File: config.mk
export PLATFORM = sky130hd
export DESIGN_NAME = i2c_adc_read_master
export DESIGN_NICKNAME = d
export VERILOG_FILES = /design/src/hw/rtl/iar_pkg.sv /design/src/hw/rtl/iar_cfg.sv /design/src/hw/rtl/iar_seq.sv /design/src/hw/rtl/i2c_adc_read_master.sv
export VERILOG_INCLUDE_DIRS = /design/src /design/src/hw/rtl
export SDC_FILE = /design/constraint.sdc
export NUM_CORES = 1
export LEC_CHECK = 0
export BUFFER_PORTS_ARGS = -buffer_cell sky130_fd_sc_hd__buf_2
export CAP_MARGIN = 5
export CORE_MARGIN = 3
export CORE_UTILIZATION = 50
export DETAILED_ROUTE_END_ITERATION = 8
export MAX_ROUTING_LAYER = met4
export PLACE_DENSITY = 0.68
export SYNTH_ARGS = -nofsm -noshare
export SYNTH_HDL_FRONTEND = slang
export SYNTH_HIERARCHICAL = 1
export SYNTH_SLANG_ARGS = --single-unit
File: constraint.sdc
create_clock -name clk -period 6.1 [get_ports clk]
set_clock_uncertainty 0.15 [all_clocks]
set_input_delay 0.915 -clock clk [delete_from_list [all_inputs] [get_ports clk]]
set_output_delay 0.915 -clock clk [all_outputs]
set_load 0.005 [all_outputs]
File: src/hw/rtl/i2c_adc_read_master_defines.svh
// Assertion macros shared by the I2C converter read master.
`ifndef I2C_ADC_READ_MASTER_DEFINES_SVH
`define I2C_ADC_READ_MASTER_DEFINES_SVH

// Same-cycle implication, switched off while reset is high.
`define IAR_ASSERT_NOW(name, clock, reset, ante, cons) \
  name: assert property (@(posedge clock) disable iff (reset) (ante) |-> (cons)) \
    else $error("same-cycle check failed");

// Next-cycle implication, switched off while reset is high.
`define IAR_ASSERT_NEXT(name, clock, reset, ante, cons) \
  name: assert property (@(posedge clock) disable iff (reset) (ante) |=> (cons)) \
    else $error("next-cycle check failed");

`endif

File: src/hw/rtl/iar_pkg.sv
// Types and constants shared by the I2C converter read master.
package iar_pkg;

  localparam int ADDR_W              = 7;
  localparam int PHASE_W             = 10;
  localparam int BYTE_W              = 8;
  localparam int BIT_CNT_W           = 3;
  localparam int TIMER_WIDTH_DEFAULT = 10;
  localparam int CFG_INDEX_W         = 1;
  localparam int CFG_DATA_W          = 10;

  localparam logic [ADDR_W-1:0]    DEVICE_ADDRESS_RESET = 7'h48;
  localparam logic [PHASE_W-1:0]   PHASE_TICKS_RESET    = 10'd5;
  localparam logic [BIT_CNT_W-1:0] BIT_LAST             = 3'd7;

  typedef enum logic [CFG_INDEX_W-1:0] {
    REG_DEVICE_ADDRESS = 1'b0,
    REG_PHASE_TICKS    = 1'b1
  } cfg_reg_t;

  typedef struct packed {
    logic [ADDR_W-1:0]  device_address;
    logic [PHASE_W-1:0] phase_ticks;
  } cfg_t;

  typedef struct packed {
    logic              start_request;
    logic [BYTE_W-1:0] control_byte;
    logic              sda_in;
  } in_item_t;

  typedef struct packed {
    logic              scl_level;
    logic              sda_pull_low;
    logic              busy_res;
    logic              done_res;
    logic [BYTE_W-1:0] read_byte;
  } out_item_t;

  typedef enum logic [19:0] {
    ST_IDLE     = 20'h00001,
    ST_S1_SETUP = 20'h00002,
    ST_S1_HOLD  = 20'h00004,
    ST_BIT_LOW  = 20'h00008,
    ST_BIT_HIGH = 20'h00010,
    ST_ACK_WAIT = 20'h00020,
    ST_ACK_CLK  = 20'h00040,
    ST_ACK_HOLD = 20'h00080,
    ST_P1_A     = 20'h00100,
    ST_P1_B     = 20'h00200,
    ST_P1_C     = 20'h00400,
    ST_S2_HOLD  = 20'h00800,
    ST_RD_HIGH  = 20'h01000,
    ST_RD_LOW   = 20'h02000,
    ST_NK_HIGH  = 20'h04000,
    ST_NK_LOW   = 20'h08000,
    ST_P2_A     = 20'h10000,
    ST_P2_B     = 20'h20000,
    ST_P2_C     = 20'h40000,
    ST_DONE     = 20'h80000
  } state_t;

  typedef enum logic [2:0] {
    BYTE_ADDR_WR = 3'b001,
    BYTE_CONTROL = 3'b010,
    BYTE_ADDR_RD = 3'b100
  } byte_sel_t;

endpackage

File: src/hw/rtl/iar_cfg.sv
// Configuration register file: target address and bus phase length.
module iar_cfg (
  input  logic                               clk,
  input  logic                               rst,
  input  logic                               cfg_valid,
  input  logic [iar_pkg::CFG_INDEX_W-1:0]    cfg_index,
  input  logic [iar_pkg::CFG_DATA_W-1:0]     cfg_data,
  output iar_pkg::cfg_t                      cfg
);

  logic [iar_pkg::ADDR_W-1:0]  device_address;
  logic [iar_pkg::PHASE_W-1:0] phase_ticks;

  always_ff @(posedge clk) begin
    if (rst) begin
      device_address <= iar_pkg::DEVICE_ADDRESS_RESET;
      phase_ticks    <= iar_pkg::PHASE_TICKS_RESET;
    end else if (cfg_valid) begin
      case (iar_pkg::cfg_reg_t'(cfg_index))
        iar_pkg::REG_DEVICE_ADDRESS: begin
          device_address <= cfg_data[iar_pkg::ADDR_W-1:0];
        end
        iar_pkg::REG_PHASE_TICKS: begin
          phase_ticks <= cfg_data[iar_pkg::PHASE_W-1:0];
        end
        default: begin
        end
      endcase
    end
  end

  assign cfg.device_address = device_address;
  assign cfg.phase_ticks    = phase_ticks;

endmodule

File: src/hw/rtl/iar_seq.sv
// Bus sequencer: state registers and the per-tick next-state and output logic.
module iar_seq #(
  parameter int TIMER_WIDTH = iar_pkg::TIMER_WIDTH_DEFAULT
) (
  input  logic               clk,
  input  logic               rst,
  input  logic               step,
  input  iar_pkg::in_item_t  in_item,
  input  iar_pkg::cfg_t      cfg,
  output iar_pkg::out_item_t result
);

  localparam int LIM_W = ((TIMER_WIDTH > iar_pkg::PHASE_W) ? TIMER_WIDTH : iar_pkg::PHASE_W) + 1;
  localparam logic [LIM_W-1:0] LIM_ONE = {{(LIM_W-1){1'b0}}, 1'b1};
  localparam logic [LIM_W-1:0] CAP     = LIM_ONE << TIMER_WIDTH;

  iar_pkg::state_t                   state, state_next;
  iar_pkg::byte_sel_t                byte_sel, byte_sel_next;
  logic [iar_pkg::BIT_CNT_W-1:0]     bit_count, bit_count_next;
  logic [iar_pkg::BYTE_W-1:0]        shift_reg, shift_reg_next;
  logic [iar_pkg::BYTE_W-1:0]        control_latch, control_latch_next;
  logic [iar_pkg::BYTE_W-1:0]        result_byte, result_byte_next;
  logic [TIMER_WIDTH-1:0]            timer, timer_next;

  logic [LIM_W-1:0]       lim_raw, lim, timer_inc;
  logic                   phase_last;
  logic [TIMER_WIDTH-1:0] timer_adv;
  logic                   bit_low;

  // Phase length: zero behaves as one, and it never exceeds the timer range.
  always_comb begin
    lim_raw = {{(LIM_W-iar_pkg::PHASE_W){1'b0}}, cfg.phase_ticks};
    if (lim_raw == '0) begin
      lim = LIM_ONE;
    end else if (lim_raw > CAP) begin
      lim = CAP;
    end else begin
      lim = lim_raw;
    end
    timer_inc  = {{(LIM_W-TIMER_WIDTH){1'b0}}, timer} + LIM_ONE;
    phase_last = (timer_inc >= lim);
    timer_adv  = phase_last ? '0 : timer_inc[TIMER_WIDTH-1:0];
    bit_low    = ~shift_reg[iar_pkg::BYTE_W-1];
  end

  always_comb begin
    state_next         = state;
    byte_sel_next      = byte_sel;
    bit_count_next     = bit_count;
    shift_reg_next     = shift_reg;
    control_latch_next = control_latch;
    result_byte_next   = result_byte;
    timer_next         = timer;
    result.scl_level    = 1'b1;
    result.sda_pull_low = 1'b0;
    result.busy_res     = 1'b1;
    result.done_res     = 1'b0;
    result.read_byte    = '0;

    case (state)
      iar_pkg::ST_S1_SETUP: begin
        timer_next = timer_adv;
        if (phase_last) begin
          state_next = iar_pkg::ST_S1_HOLD;
        end
      end
      iar_pkg::ST_S1_HOLD, iar_pkg::ST_S2_HOLD: begin
        result.sda_pull_low = 1'b1;
        timer_next = timer_adv;
        if (phase_last) begin
          bit_count_next = '0;
          state_next     = iar_pkg::ST_BIT_LOW;
          if (state == iar_pkg::ST_S2_HOLD) begin
            shift_reg_next = {cfg.device_address, 1'b1};
            byte_sel_next  = iar_pkg::BYTE_ADDR_RD;
          end else begin
            shift_reg_next = {cfg.device_address, 1'b0};
            byte_sel_next  = iar_pkg::BYTE_ADDR_WR;
          end
        end
      end
      iar_pkg::ST_BIT_LOW: begin
        result.scl_level    = 1'b0;
        result.sda_pull_low = bit_low;
        timer_next = timer_adv;
        if (phase_last) begin
          state_next = iar_pkg::ST_BIT_HIGH;
        end
      end
      iar_pkg::ST_BIT_HIGH: begin
        result.sda_pull_low = bit_low;
        timer_next = timer_adv;
        if (phase_last) begin
          if (bit_count == iar_pkg::BIT_LAST) begin
            bit_count_next = '0;
            state_next     = iar_pkg::ST_ACK_WAIT;
          end else begin
            bit_count_next = bit_count + 1'b1;
            shift_reg_next = {shift_reg[iar_pkg::BYTE_W-2:0], 1'b0};
            state_next     = iar_pkg::ST_BIT_LOW;
          end
        end
      end
      iar_pkg::ST_ACK_WAIT: begin
        result.scl_level = 1'b0;
        if (phase_last) begin
          if (!in_item.sda_in) begin
            timer_next = '0;
            state_next = iar_pkg::ST_ACK_CLK;
          end
        end else begin
          timer_next = timer_inc[TIMER_WIDTH-1:0];
        end
      end
      iar_pkg::ST_ACK_CLK: begin
        timer_next = timer_adv;
        if (phase_last) begin
          state_next = iar_pkg::ST_ACK_HOLD;
        end
      end
      iar_pkg::ST_ACK_HOLD: begin
        result.scl_level = 1'b0;
        // The phase only starts counting once the target has let SDA go.
        if (!(timer == '0 && !in_item.sda_in)) begin
          timer_next = timer_adv;
          if (phase_last) begin
            bit_count_next = '0;
            case (byte_sel)
              iar_pkg::BYTE_ADDR_WR: begin
                shift_reg_next = control_latch;
                byte_sel_next  = iar_pkg::BYTE_CONTROL;
                state_next     = iar_pkg::ST_BIT_LOW;
              end
              iar_pkg::BYTE_CONTROL: begin
                state_next = iar_pkg::ST_P1_A;
              end
              default: begin
                shift_reg_next = '0;
                state_next     = iar_pkg::ST_RD_HIGH;
              end
            endcase
          end
        end
      end
      iar_pkg::ST_P1_A, iar_pkg::ST_P2_A: begin
        result.scl_level    = 1'b0;
        result.sda_pull_low = 1'b1;
        timer_next = timer_adv;
        if (phase_last) begin
          state_next = (state == iar_pkg::ST_P1_A) ? iar_pkg::ST_P1_B : iar_pkg::ST_P2_B;
        end
      end
      iar_pkg::ST_P1_B, iar_pkg::ST_P2_B: begin
        result.sda_pull_low = 1'b1;
        timer_next = timer_adv;
        if (phase_last) begin
          state_next = (state == iar_pkg::ST_P1_B) ? iar_pkg::ST_P1_C : iar_pkg::ST_P2_C;
        end
      end
      iar_pkg::ST_P1_C: begin
        timer_next = timer_adv;
        if (phase_last) begin
          state_next = iar_pkg::ST_S2_HOLD;
        end
      end
      iar_pkg::ST_P2_C: begin
        timer_next = timer_adv;
        if (phase_last) begin
          state_next = iar_pkg::ST_DONE;
        end
      end
      iar_pkg::ST_RD_HIGH: begin
        timer_next = timer_adv;
        if (phase_last) begin
          shift_reg_next = {shift_reg[iar_pkg::BYTE_W-2:0], in_item.sda_in};
          state_next     = iar_pkg::ST_RD_LOW;
        end
      end
      iar_pkg::ST_RD_LOW: begin
        result.scl_level = 1'b0;
        timer_next = timer_adv;
        if (phase_last) begin
          if (bit_count == iar_pkg::BIT_LAST) begin
            bit_count_next   = '0;
            result_byte_next = shift_reg;
            state_next       = iar_pkg::ST_NK_HIGH;
          end else begin
            bit_count_next = bit_count + 1'b1;
            state_next     = iar_pkg::ST_RD_HIGH;
          end
        end
      end
      iar_pkg::ST_NK_HIGH: begin
        timer_next = timer_adv;
        if (phase_last) begin
          state_next = iar_pkg::ST_NK_LOW;
        end
      end
      iar_pkg::ST_NK_LOW: begin
        result.scl_level = 1'b0;
        timer_next = timer_adv;
        if (phase_last) begin
          state_next = iar_pkg::ST_P2_A;
        end
      end
      iar_pkg::ST_DONE: begin
        result.busy_res  = 1'b0;
        result.done_res  = 1'b1;
        result.read_byte = result_byte;
        timer_next = '0;
        state_next = iar_pkg::ST_IDLE;
      end
      default: begin
        result.busy_res = 1'b0;
        timer_next = '0;
        if (in_item.start_request) begin
          control_latch_next = in_item.control_byte;
          bit_count_next     = '0;
          state_next         = iar_pkg::ST_S1_SETUP;
        end else begin
          state_next = iar_pkg::ST_IDLE;
        end
      end
    endcase
  end

  always_ff @(posedge clk) begin
    if (rst) begin
      state         <= iar_pkg::ST_IDLE;
      byte_sel      <= iar_pkg::BYTE_ADDR_WR;
      bit_count     <= '0;
      shift_reg     <= '0;
      control_latch <= '0;
      result_byte   <= '0;
      timer         <= '0;
    end else if (step) begin
      state         <= state_next;
      byte_sel      <= byte_sel_next;
      bit_count     <= bit_count_next;
      shift_reg     <= shift_reg_next;
      control_latch <= control_latch_next;
      result_byte   <= result_byte_next;
      timer         <= timer_next;
    end
  end

endmodule

File: src/hw/rtl/i2c_adc_read_master.sv
// Top level of the I2C converter read master: input and result registers around the sequencer.
// Each tick transaction is registered in the input register, stepped through the sequencer
// and registered in the result register once that register has room.
// Throughput: one tick transaction per clock cycle while the result register is not stalled.
// Reset (rst, synchronous, active high) empties both registers, puts the sequencer in idle
// and loads device_address 0x48 and phase_ticks 5.
`include "i2c_adc_read_master_defines.svh"

module i2c_adc_read_master #(
  parameter int TIMER_WIDTH = iar_pkg::TIMER_WIDTH_DEFAULT
) (
  input  logic                            clk,
  input  logic                            rst,
  input  logic                            in_valid,
  output logic                            in_ready,
  input  iar_pkg::in_item_t               in_data,
  output logic                            out_valid,
  input  logic                            out_ready,
  output iar_pkg::out_item_t              out_data,
  input  logic                            cfg_valid,
  output logic                            cfg_ready,
  input  logic [iar_pkg::CFG_INDEX_W-1:0] cfg_index,
  input  logic [iar_pkg::CFG_DATA_W-1:0]  cfg_data
);

  // Input register: holds one tick transaction until the sequencer can take it.
  logic               in_full;
  iar_pkg::in_item_t  in_reg;
  // Result register: holds the sequencer's output until downstream takes it.
  iar_pkg::out_item_t out_reg;
  iar_pkg::out_item_t seq_result;
  iar_pkg::cfg_t      cfg;
  logic               advance;

  // The sequencer steps whenever a tick is waiting and the result register has room,
  // which includes the cycle in which the current result is being taken.
  assign advance  = in_full && (!out_valid || out_ready);
  assign in_ready = !in_full || advance;

  // Configuration writes are always taken; the user must send them on an idle bus, unchecked.
  assign cfg_ready = 1'b1;

  iar_cfg u_cfg (
    .clk       (clk),
    .rst       (rst),
    .cfg_valid (cfg_valid),
    .cfg_index (cfg_index),
    .cfg_data  (cfg_data),
    .cfg       (cfg)
  );

  iar_seq #(
    .TIMER_WIDTH (TIMER_WIDTH)
  ) u_seq (
    .clk     (clk),
    .rst     (rst),
    .step    (advance),
    .in_item (in_reg),
    .cfg     (cfg),
    .result  (seq_result)
  );

  always_ff @(posedge clk) begin
    if (rst) begin
      in_full <= 1'b0;
    end else if (in_valid && in_ready) begin
      in_full <= 1'b1;
    end else if (advance) begin
      in_full <= 1'b0;
    end
  end

  always_ff @(posedge clk) begin
    if (in_valid && in_ready) begin
      in_reg <= in_data;
    end
  end

  always_ff @(posedge clk) begin
    if (rst) begin
      out_valid <= 1'b0;
    end else if (advance) begin
      out_valid <= 1'b1;
    end else if (out_ready) begin
      out_valid <= 1'b0;
    end
  end

  always_ff @(posedge clk) begin
    if (advance) begin
      out_reg <= seq_result;
    end
  end

  assign out_data = out_reg;

  // A sequencer step always leaves a result waiting in the output register.
  `IAR_ASSERT_NEXT(a_step_fills_result, clk, rst, advance, out_valid)
  // A full input register with a stalled result register must hold off new ticks.
  `IAR_ASSERT_NOW(a_stall_blocks_input, clk, rst, in_full && out_valid && !out_ready, !in_ready)
  // The done pulse is only ever reported with the busy flag clear.
  `IAR_ASSERT_NOW(a_done_not_busy, clk, rst, out_valid && out_data.done_res, !out_data.busy_res)
  // Outside the done tick the read byte field is zero.
  `IAR_ASSERT_NOW(a_byte_only_on_done, clk, rst, out_valid && !out_data.done_res,
                  out_data.read_byte == '0)

endmodule

==> results of run 1 <==
## critical path, cell delays in order (launching register included)
cell and delay, ns:
dfxtp_1 0.38, ha_1 0.24, nand3_1 0.22, or2_2 0.40, xnor2_1 0.15, ha_1 0.33
and4_1 0.19, a21oi_1 0.08, o21ai_1 0.48, nand3_1 0.78, a221oi_1 0.51, o21ai_0 0.11
## power by group through the flow
stage / Combinational, uW / Clock [uW] / Sequential [uW]
finish: 96.9 / 439 / 711
global route: 108 / 479 / 713
CTS: 96.3 / 446 / 711
detailed placement: 95.9 / 0 / 726
global placement: 93.8 / 0 / 726
floorplan: 70.6 / 0 / 722
## cells in the final DEF, fill, tap and decap left out, types with 4 or more instances in the layout
master	count
a31oi_1	6
and4_1	6
or4_1	4
buf_2	39
and2_1	11
nor3_1	15
buf_4	4
ha_1	14
xor2_1	6
nor4_1	12
nand3_1	38
a21bo_2	5
edfxtp_1	22
mux2i_1	20
clkbuf_8	9
a221oi_1	8
and3_1	6
a21oi_1	37
nand2b_1	21
nand4_1	6
o21ai_0	19
inv_1	18
o2111ai_1	6
o21ai_1	15
xnor2_1	7
a211oi_1	9
or3_1	6
nor2_1	45
dfxtp_1	79
nand2_1	26
nor4_2	4
nor2b_1	6
## worst paths after layout
check	start	depth (start not counted)	end
min	u_cfg/device_address[0]$_SDFFE_PP0P_	2	u_cfg/device_address[0]$_SDFFE_PP0P_
max	u_seq/timer[0]$_SDFFE_PP0P_	11	u_seq/state[0]$_SDFFE_PP1P_
min reg2reg	u_cfg/device_address[0]$_SDFFE_PP0P_	2	u_cfg/device_address[0]$_SDFFE_PP0P_
max reg2reg	u_seq/timer[0]$_SDFFE_PP0P_	11	u_seq/state[0]$_SDFFE_PP1P_
## cell families after synthesis
logic type / synth area share (%)
AOI/OAI and AO/OA: 16.9
xor gates and xnor gates: 2.10
adders and majority gates: 3.23
buffers and inverters: 5.31
DFF: 41.4
muxes: 3.90
other: 0.0692
and+or+nand+nor: 27.1
## final cells by class
type / count / area (sq um)
Sequential cell: 101 / 2240
Inverter: 18 / 67.6
Tap cell: 136 / 170
Clock buffer: 9 / 124
Timing Repair Buffer: 43 / 225
Multi-Input combinational cell: 427 / 2900
Clock inverter: 7 / 78.8
Fill cell: 956 / 4610
## metrics by stage
stage               area [sq um]  std cells  hold slack (ns)
global placement            5600        725            0.313
detailed placement          5600        725            0.316
global route                5800        741            0.363
CTS                         5800        741            0.334
floorplan                   5420        584            0.287
finish                      5800        741            0.329
## per-layer routing
layer	vias to the layer above	routed length [microns]
met3	18	789
met5	-	0
met1	2147	6020
li1	2205	-
met4	0	182
met2	161	5720
==> qor.yml, run 1 <==
power:
  power.internal_uw: 931
  powerDensity_nw_per_um2: 215
  power.switching_uw: 316
  comb_power_share_pct: 7.8
  sequentialPowerShare_pct: 57.0
  pwr-share-clk_pct: 35.2
  switching_share_pct: 25.3
  p_leak_uw: 0.00217
  fin_total_pwr_uw: 1250
  ir_drop_mv: 0.165
floorplanning:
  coreArea_sq_um: 10400
  fp.dieArea_sq_um: 12100
  die_width_microns: 110
  initial_core_util_pct: 52.0
  num_rows: 37
  io_pins: 41
  dieHeight_microns: 110
final_layout:
  area_delta_synth_final_pct: 7.09
  final_nets: 640
  top_register: "u_seq/state"
  largest_reg_flops: 20
  antennaDiodeCount: 0
  layout-drive-gt1-share_pct: 15.9
  fin_util_pct: 55.7
yosys:
  ys_seq_elements: 101
  netlist_instances: 584
  synth.most_common_cell: "dfxtp_1"
  yosysSeqAreaShare_pct: 41.4
  synth_common_cells: "dfxtp_1, nor2_1, nand3_1, a21oi_1, nand2_1"
  syn_nets: 624
  syn-cell-area_sq_um: 5420
  avgSynthCellArea_sq_um: 9.28
  yosysWarnings: 6
  synthArstFlopShare_pct: 0
  synthFlopType: "dfxtp_1"
  synth_cell_types: 78
  synth-edff-count: 22
  synth_top_area_share_pct: 29.2
  synth_area_leaders: "dfxtp_1, edfxtp_1, mux2i_1"
  yosysTopAreaCell: "dfxtp_1"
worst_setup_path:
  worstPathMaxFanout: 21
  crit_required_ns: 6.18
  cp-end-kind: "flip-flop"
  worstSetupPathType: "reg2reg"
  regToRegSetupSlack_ns: 1.94
  crit_path_start_kind: "flip-flop"
  critical_path_arrival_ns: 4.24
clock_tree:
  hold_buffers: 0
  clk_latency_ns: 0.36
  h-tree-depth: 3
  postCtsSetupBuffers: 0
  cts_buffers: 9
  cts_resized: 0
  cts_buffer_depth: 2
  cts_tree: "yes"
  clk_pin_slew_worst_paths_ns: 0.10
  cts.sinks: 101
  cts-root-buf: "clkbuf_8"
routing:
  wl_per_cell_microns: 17.1
  routed_wl_mm: 12.7
  drt-pass1-iter-count: 5
  drc: 0
  ant_nets: 0
  vias: 4531
  drt_iter0_markers: 335
  viasPerCell: 6.11
global_routing:
  grt_busiest_layer: "met2"
  antenna_found_initial: 0
  grt_pass1_wl_mm: 20.8
  grt_pass1_vias: 4193
  grt_max_degree: 46
  grt.overflow.total: 0
  grtUsageMet3_pct: 3.26
  use_met2_pct: 33.9
  gr-usage-met1_pct: 31.1
  grt_usage_pct: 22.3
timing:
  slew_headroom_pct: 24.2
  fin_crit_ns: 4.16
  final.period_utilization_pct: 68.2
  fin_setup_tns_ns: 0
  rsz0062_at_grt: "no"
  setup_viol: 0
  worstMarginPinSlew_ns: 1.13
  final-hold-violation-count: 0
  fmax_mhz: 240
  drv_slew: 0
  setup_slack_ns: 1.94
placement:
  hpwl_mm: 9.24
  gp_congestion: 0.936
  dp_slack_ns: 2.03
  portBuffers: 39
run:
  cap_violations: 0
status:
  outcome: "complete, no violations"
min_path:
  hp-class: "reg2reg"
(Power assumes the default switching activity.)
==> inputs of run 2 (changes only) <==
Settings changed: PLACE_DENSITY 0.68 to 0.71.
Clock period 6.1 ns to 3.6 ns, I/O delays scaled along.
==> qor.yml, run 2 (synthesis results as in run 1) <==
status:
  outcome: "complete, no violations"
floorplanning:
  io_pins: 41  # unchanged
  dieHeight_microns: 110  # unchanged
  coreArea_sq_um: 10400  # unchanged
  num_rows: 37  # unchanged
  die_width_microns: 110  # unchanged
  initial_core_util_pct: 52.0  # unchanged
  fp.dieArea_sq_um: 12100  # unchanged
global_routing:
  grt.overflow.total: 0  # unchanged
  grt_pass1_vias: 4388  # +4.7%
  grt_usage_pct: 23.7  # +1.4 points
  grt_max_degree: 27  # -41%
  antenna_found_initial: 0  # unchanged
  grt_pass1_wl_mm: 21.8  # +4.7%
clock_tree:
  clk_latency_ns: 0.39  # +0.03 ns
  hold_buffers: 0  # unchanged
  cts.sinks: 101  # unchanged
  cts_tree: "yes"
  cts_buffers: 9  # unchanged
  clk_pin_slew_worst_paths_ns: 0.10  # about the same
  cts-root-buf: "clkbuf_8"
  cts_buffer_depth: 2  # unchanged
  h-tree-depth: 3  # unchanged
routing:
  routed_wl_mm: 13.4  # +5.2%
  drt-pass1-iter-count: 5  # unchanged
  drt_iter0_markers: 413  # +23%
  viasPerCell: 6.10  # -0.21%
  drc: 0  # unchanged
  wl_per_cell_microns: 17.6  # +2.8%
  vias: 4625  # +2.1%
  ant_nets: 0  # unchanged
timing:
  final.period_utilization_pct: 94.1  # +26 points
  rsz0062_at_grt: "no"
  setup_viol: 0  # unchanged
  drv_slew: 0  # unchanged
  fmax_mhz: 295  # +23%
  final-hold-violation-count: 0  # unchanged
  slew_headroom_pct: 26.5  # +2.3 points
  fin_crit_ns: 3.39  # -0.775 ns
  worstMarginPinSlew_ns: 1.10  # -0.0341 ns
  setup_slack_ns: 0.214  # -1.72 ns
worst_setup_path:
  crit_path_start_kind: "flip-flop"
  slowest_delay_ns: 0.38  # -0.40 ns
  cpMaxStageDelayCell: "dfxtp_1"
  worstPathMaxFanout: 5  # -76%
  crit_required_ns: 3.76  # -2.42 ns
  critical_path_arrival_ns: 3.55  # -0.69 ns
  cp-end-kind: "flip-flop"
  cp_cell_sequence: "ha_1 > nand3_2 > or2_2 > xnor2_1 > ha_1 > a21oi_1 > o21ai_0 > a21oi_1 > o211ai_1 > a311oi_4 > buf_4 > nand2_1 > o21ai_1"
  worstSetupPathType: "reg2reg"
placement:
  dp_slack_ns: -0.00191  # -2.03 ns
  portBuffers: 39  # unchanged
  gp_congestion: 1.00  # +6.8%
  hpwl_mm: 9.76  # +5.6%
  dp.cells: 740  # +2.1%
power:
  powerDensity_nw_per_um2: 353  # +65%
  p_leak_uw: 0.00225  # +3.6%
  ir_drop_mv: 0.325  # +98%
  power.switching_uw: 530  # +68%
  power.internal_uw: 1580  # +69%
  sequentialPowerShare_pct: 57.1  # about the same
  comb_power_share_pct: 8.5  # +0.7 points
  switching_share_pct: 25.2  # -0.17 points
  pwr-share-clk_pct: 34.3  # -0.9 points
final_layout:
  final_cells: 758  # +2.3%
  regArea_sq_um: 2240  # about the same
  layout_commonest_cell: "dfxtp_1"
  layout_common_cells: "dfxtp_1, nor2_1, buf_2"
  antennaDiodeCount: 0  # unchanged
  final_nets: 657  # +2.7%
  multi_input_area_sq_um: 2920  # +0.86%
  fillers: 936  # -2.1%
  largest_reg_flops: 20  # unchanged
  top_register: "u_seq/state"
  area_delta_synth_final_pct: 9.95
  layout-drive-gt1-share_pct: 19.3  # +3.4 points
min_path:
  hp-class: "in2reg"
run:
  cap_violations: 0  # unchanged
==> run 2: cell count changes in the layout (fill, tap and decap cells not counted), sizes merged <==
cell / delta
clkinvlp: +1
clkbuf: +1
inv: -2
buf: +17
==> run 2: layout make-up <==
| class | instances | area share (%) |
|---|---|---|
| Clock inverter | 6 | 1.07 |
| Timing Repair Buffer | 60 | 6.13 |
| Tap cell | 136 | 2.86 |
| Sequential cell | 101 | 37.6 |
| Clock buffer | 10 | 2.14 |
| Inverter | 18 | 1.13 |
| Multi-Input combinational cell | 427 | 49.0 |
==> run 2: critical path: cells and delay by family, from the launching register on <==
kind            cells  cell delay (ns)
compound gates      6             1.25
xor+xnor            1             0.14
fa+ha+maj           2             0.60
buf+inv             1             0.20
flops               1             0.38
simple gates        3             0.58
==> run 2: path summary, 6_finish.rpt <==
| check | startpoint | slack, ns | endpoint | cells after the start |
|---|---|---|---|---|
| worst max-delay path | u_seq/timer[0]$_SDFFE_PP0P_ | 0.21 | u_seq/timer[3]$_SDFFE_PP0P_ | 13 |
| worst min-delay path | in_data[2] | 0.17 | in_reg[2]$_DFFE_PP_ | 1 |
| worst max register to register | u_seq/timer[0]$_SDFFE_PP0P_ | 0.21 | u_seq/timer[3]$_SDFFE_PP0P_ | 13 |
| worst min register to register | u_seq/control_latch[5]$_SDFFE_PP0P_ | 0.33 | u_seq/control_latch[5]$_SDFFE_PP0P_ | 2 |
==> run 2: metal layers <==
layer,part of all wire (%),up-vias,global-route usage [%]
met3,5.5,29,5.42
met2,46,150,36.4
met4,2.4,0,8.18
li1,-,2243,-
met1,46,2203,31.0
met5,0,-,-
==> run 2: repair_timing <==
| item | in CTS | in global routing |
|---|---|---|
| endpoints found under the setup margin | 1 | 49 |
| resized for setup | 1 | 6 |
| pin swaps | 0 | 2 |
| buffers inserted | 0 | 2 |
==> run 2: power by group through the flow <==
stage | registers (uW) | clock network, uW | logic, uW
final | 1200 | 723 | 179
after global routing | 1210 | 790 | 198
after CTS | 1200 | 740 | 177
after detailed placement | 1230 | 0 | 176
after global placement | 1230 | 0 | 173
after floorplan | 1220 | 0 | 120
==> run 2: per-stage QoR <==
| step | util (%) | instance area (sq um) | TNS [ns] | total power [uW] | hold WS (ns) |
|---|---|---|---|---|---|
| global placement | 55.0 | 5730 | 0 | 1400 | 0.307 |
| detailed placement | 55.0 | 5730 | -0.00191 | 1410 | 0.318 |
| global route | 57.2 | 5960 | 0 | 2200 | 0.145 |
| finish | 57.2 | 5960 | 0 | 2110 | 0.171 |
| CTS | 56.9 | 5920 | 0 | 2120 | 0.157 |
| floorplan | - | 5420 | 0 | 1340 | 0.287 |
==> inputs of run 3 (changes only) <==
Settings changed: CORE_MARGIN 3 to 4, CTS_BUF_LIST set to sky130_fd_sc_hd__clkbuf_8.
==> qor.yml, run 3 (synthesis results as in run 1) <==
worst_setup_path:
  path_buf_inv: 1  # unchanged
  worstPathMaxFanout: 6  # +1
  critical_path_arrival_ns: 3.59  # +0.04 ns
  path_delay_family: "compound AO/OA/AOI/OAI gates"
  slowest_delay_ns: 0.40  # +0.02 ns
  cp_cell_sequence: "ha_1 > nand3_2 > or2_2 > xnor2_1 > ha_1 > a21oi_1 > o21ai_0 > a21oi_1 > o211ai_1 > a311oi_4 > buf_4 > nand2_1 > o21ai_1"
  crit_required_ns: 3.75  # about the same
  cp-end-kind: "flip-flop"
  worstSetupPathType: "reg2reg"
  crit_path_start_kind: "flip-flop"
  cpMaxStageDelayCell: "dfxtp_1"
final_layout:
  layout_common_cells: "dfxtp_1, nor2_1, buf_2"
  antennaDiodeCount: 0  # unchanged
  layout_commonest_cell: "dfxtp_1"
  largest_reg_flops: 20  # unchanged
  top_register: "u_seq/state"
  final_nets: 655  # -0.30%
  final_cells: 756  # -0.26%
  layout-drive-gt1-share_pct: 18.9  # -0.42 points
  fin_util_pct: 57.5  # +0.25 points
  area_delta_synth_final_pct: 10.9
  fillers: 951  # +1.6%
routing:
  ant_nets: 0  # unchanged
  vias: 4663  # +0.82%
  routed_wl_mm: 13.2  # -1.6%
  drt_iter0_markers: 276  # -33%
  drc: 0  # unchanged
  drt-pass1-iter-count: 5  # unchanged
  viasPerCell: 6.17  # +1.1%
  wl_per_cell_microns: 17.4  # -1.3%
placement:
  hpwl_mm: 9.83  # +0.74%
  gp_congestion: 0.974  # -2.6%
  portBuffers: 39  # unchanged
  dp.cells: 740  # unchanged
power:
  p_leak_uw: 0.00228  # +1.3%
  ir_drop_mv: 0.236  # -27%
  powerDensity_nw_per_um2: 366  # +3.6%
floorplanning:
  fp.dieArea_sq_um: 12600  # +3.7%
  initial_core_util_pct: 51.8  # -0.23 points
  dieHeight_microns: 112  # +1.8%
  coreArea_sq_um: 10500  # +0.44%
  num_rows: 37  # unchanged
  die_width_microns: 112  # +1.8%
  io_pins: 41  # unchanged
status:
  outcome: "complete, no violations"
timing:
  fmax_mhz: 291  # -1.5%
  final.period_utilization_pct: 95.5  # +1.4 points
  worstMarginPinSlew_ns: 1.19  # +0.0895 ns
  final-hold-violation-count: 0  # unchanged
  holdWs_ns: 0.192  # +0.0214 ns
  setup_viol: 0  # unchanged
  slew_headroom_pct: 20.5  # -6.0 points
  fin_crit_ns: 3.44  # +0.0506 ns
  drv_slew: 0  # unchanged
clock_tree:
  cts-root-buf: "clkbuf_8"
  cts_buffer_depth: 2  # unchanged
  cts.sinks: 101  # unchanged
  h-tree-depth: 3  # unchanged
  hold_buffers: 0  # unchanged
  cts_buffers: 9  # unchanged
  cts_resized: 2  # +1
  cts_tree: "yes"
  clk_latency_ns: 0.37  # -0.02 ns
  clk_pin_slew_worst_paths_ns: 0.10  # about the same
  postCtsSetupBuffers: 0  # unchanged
global_routing:
  grt_max_degree: 38  # +41%
  grt.overflow.total: 0  # unchanged
  grt_pass1_wl_mm: 21.4  # -1.6%
  grt_usage_pct: 21.3  # -2.5 points
  grt_pass1_vias: 4189  # -4.5%
  antenna_found_initial: 0  # unchanged
run:
  cap_violations: 0  # unchanged
min_path:
  hp-class: "in2reg"
==> run 3: power by group <==
| part | internal [uW] | total (uW) | switching [uW] |
|---|---|---|---|
| Combinational | 70.1 | 176 | 106 |
| Clock | 404 | 821 | 417 |
| Sequential | 1180 | 1200 | 19.5 |
==> run 3: final timing paths <==
check	start	end	slack, ns	cells past startpoint
setup / recovery	u_seq/timer[0]$_SDFFE_PP0P_	u_seq/timer[7]$_SDFFE_PP0P_	0.16	13
hold / removal	in_data[9]	in_reg[9]$_DFFE_PP_	0.19	1
setup reg to reg	u_seq/timer[0]$_SDFFE_PP0P_	u_seq/timer[7]$_SDFFE_PP0P_	0.16	13
hold reg to reg	u_cfg/phase_ticks[5]$_SDFFE_PP0P_	u_cfg/phase_ticks[5]$_SDFFE_PP0P_	0.33	2
==> run 3: metrics by stage <==
stage               TNS (ns)  power, uW  area, sq um  setup WS, ns
global route         -0.0316       2290         6010       -0.0163
detailed placement    -0.630       1400         5750       -0.0901
global placement           0       1400         5750        0.0885
floorplan                  0       1340         5420         0.298
CTS                        0       2210         5990        0.0950
finish                     0       2200         6010         0.163
==> run 3: layout make-up <==
cell class                      count  area (sq um)  share of cell area, %
Clock buffer                        9           124                   2.06
Clock inverter                      7           106                   1.77
Inverter                           18          67.6                   1.12
Multi-Input combinational cell    427          2930                   48.7
Sequential cell                   101          2240                   37.3
Tap cell                          136           170                   2.83
Timing Repair Buffer               58           375                   6.24
==> run 3: layer usage <==
metal | part of all wire [%] | global-route usage [%] | up-vias
li1 | - | - | 2243
met1 | 47 | 29.7 | 2234
met2 | 45 | 31.9 | 166
met3 | 6.4 | 3.40 | 20
met4 | 1.6 | 6.41 | 0
met5 | 0 | - | -
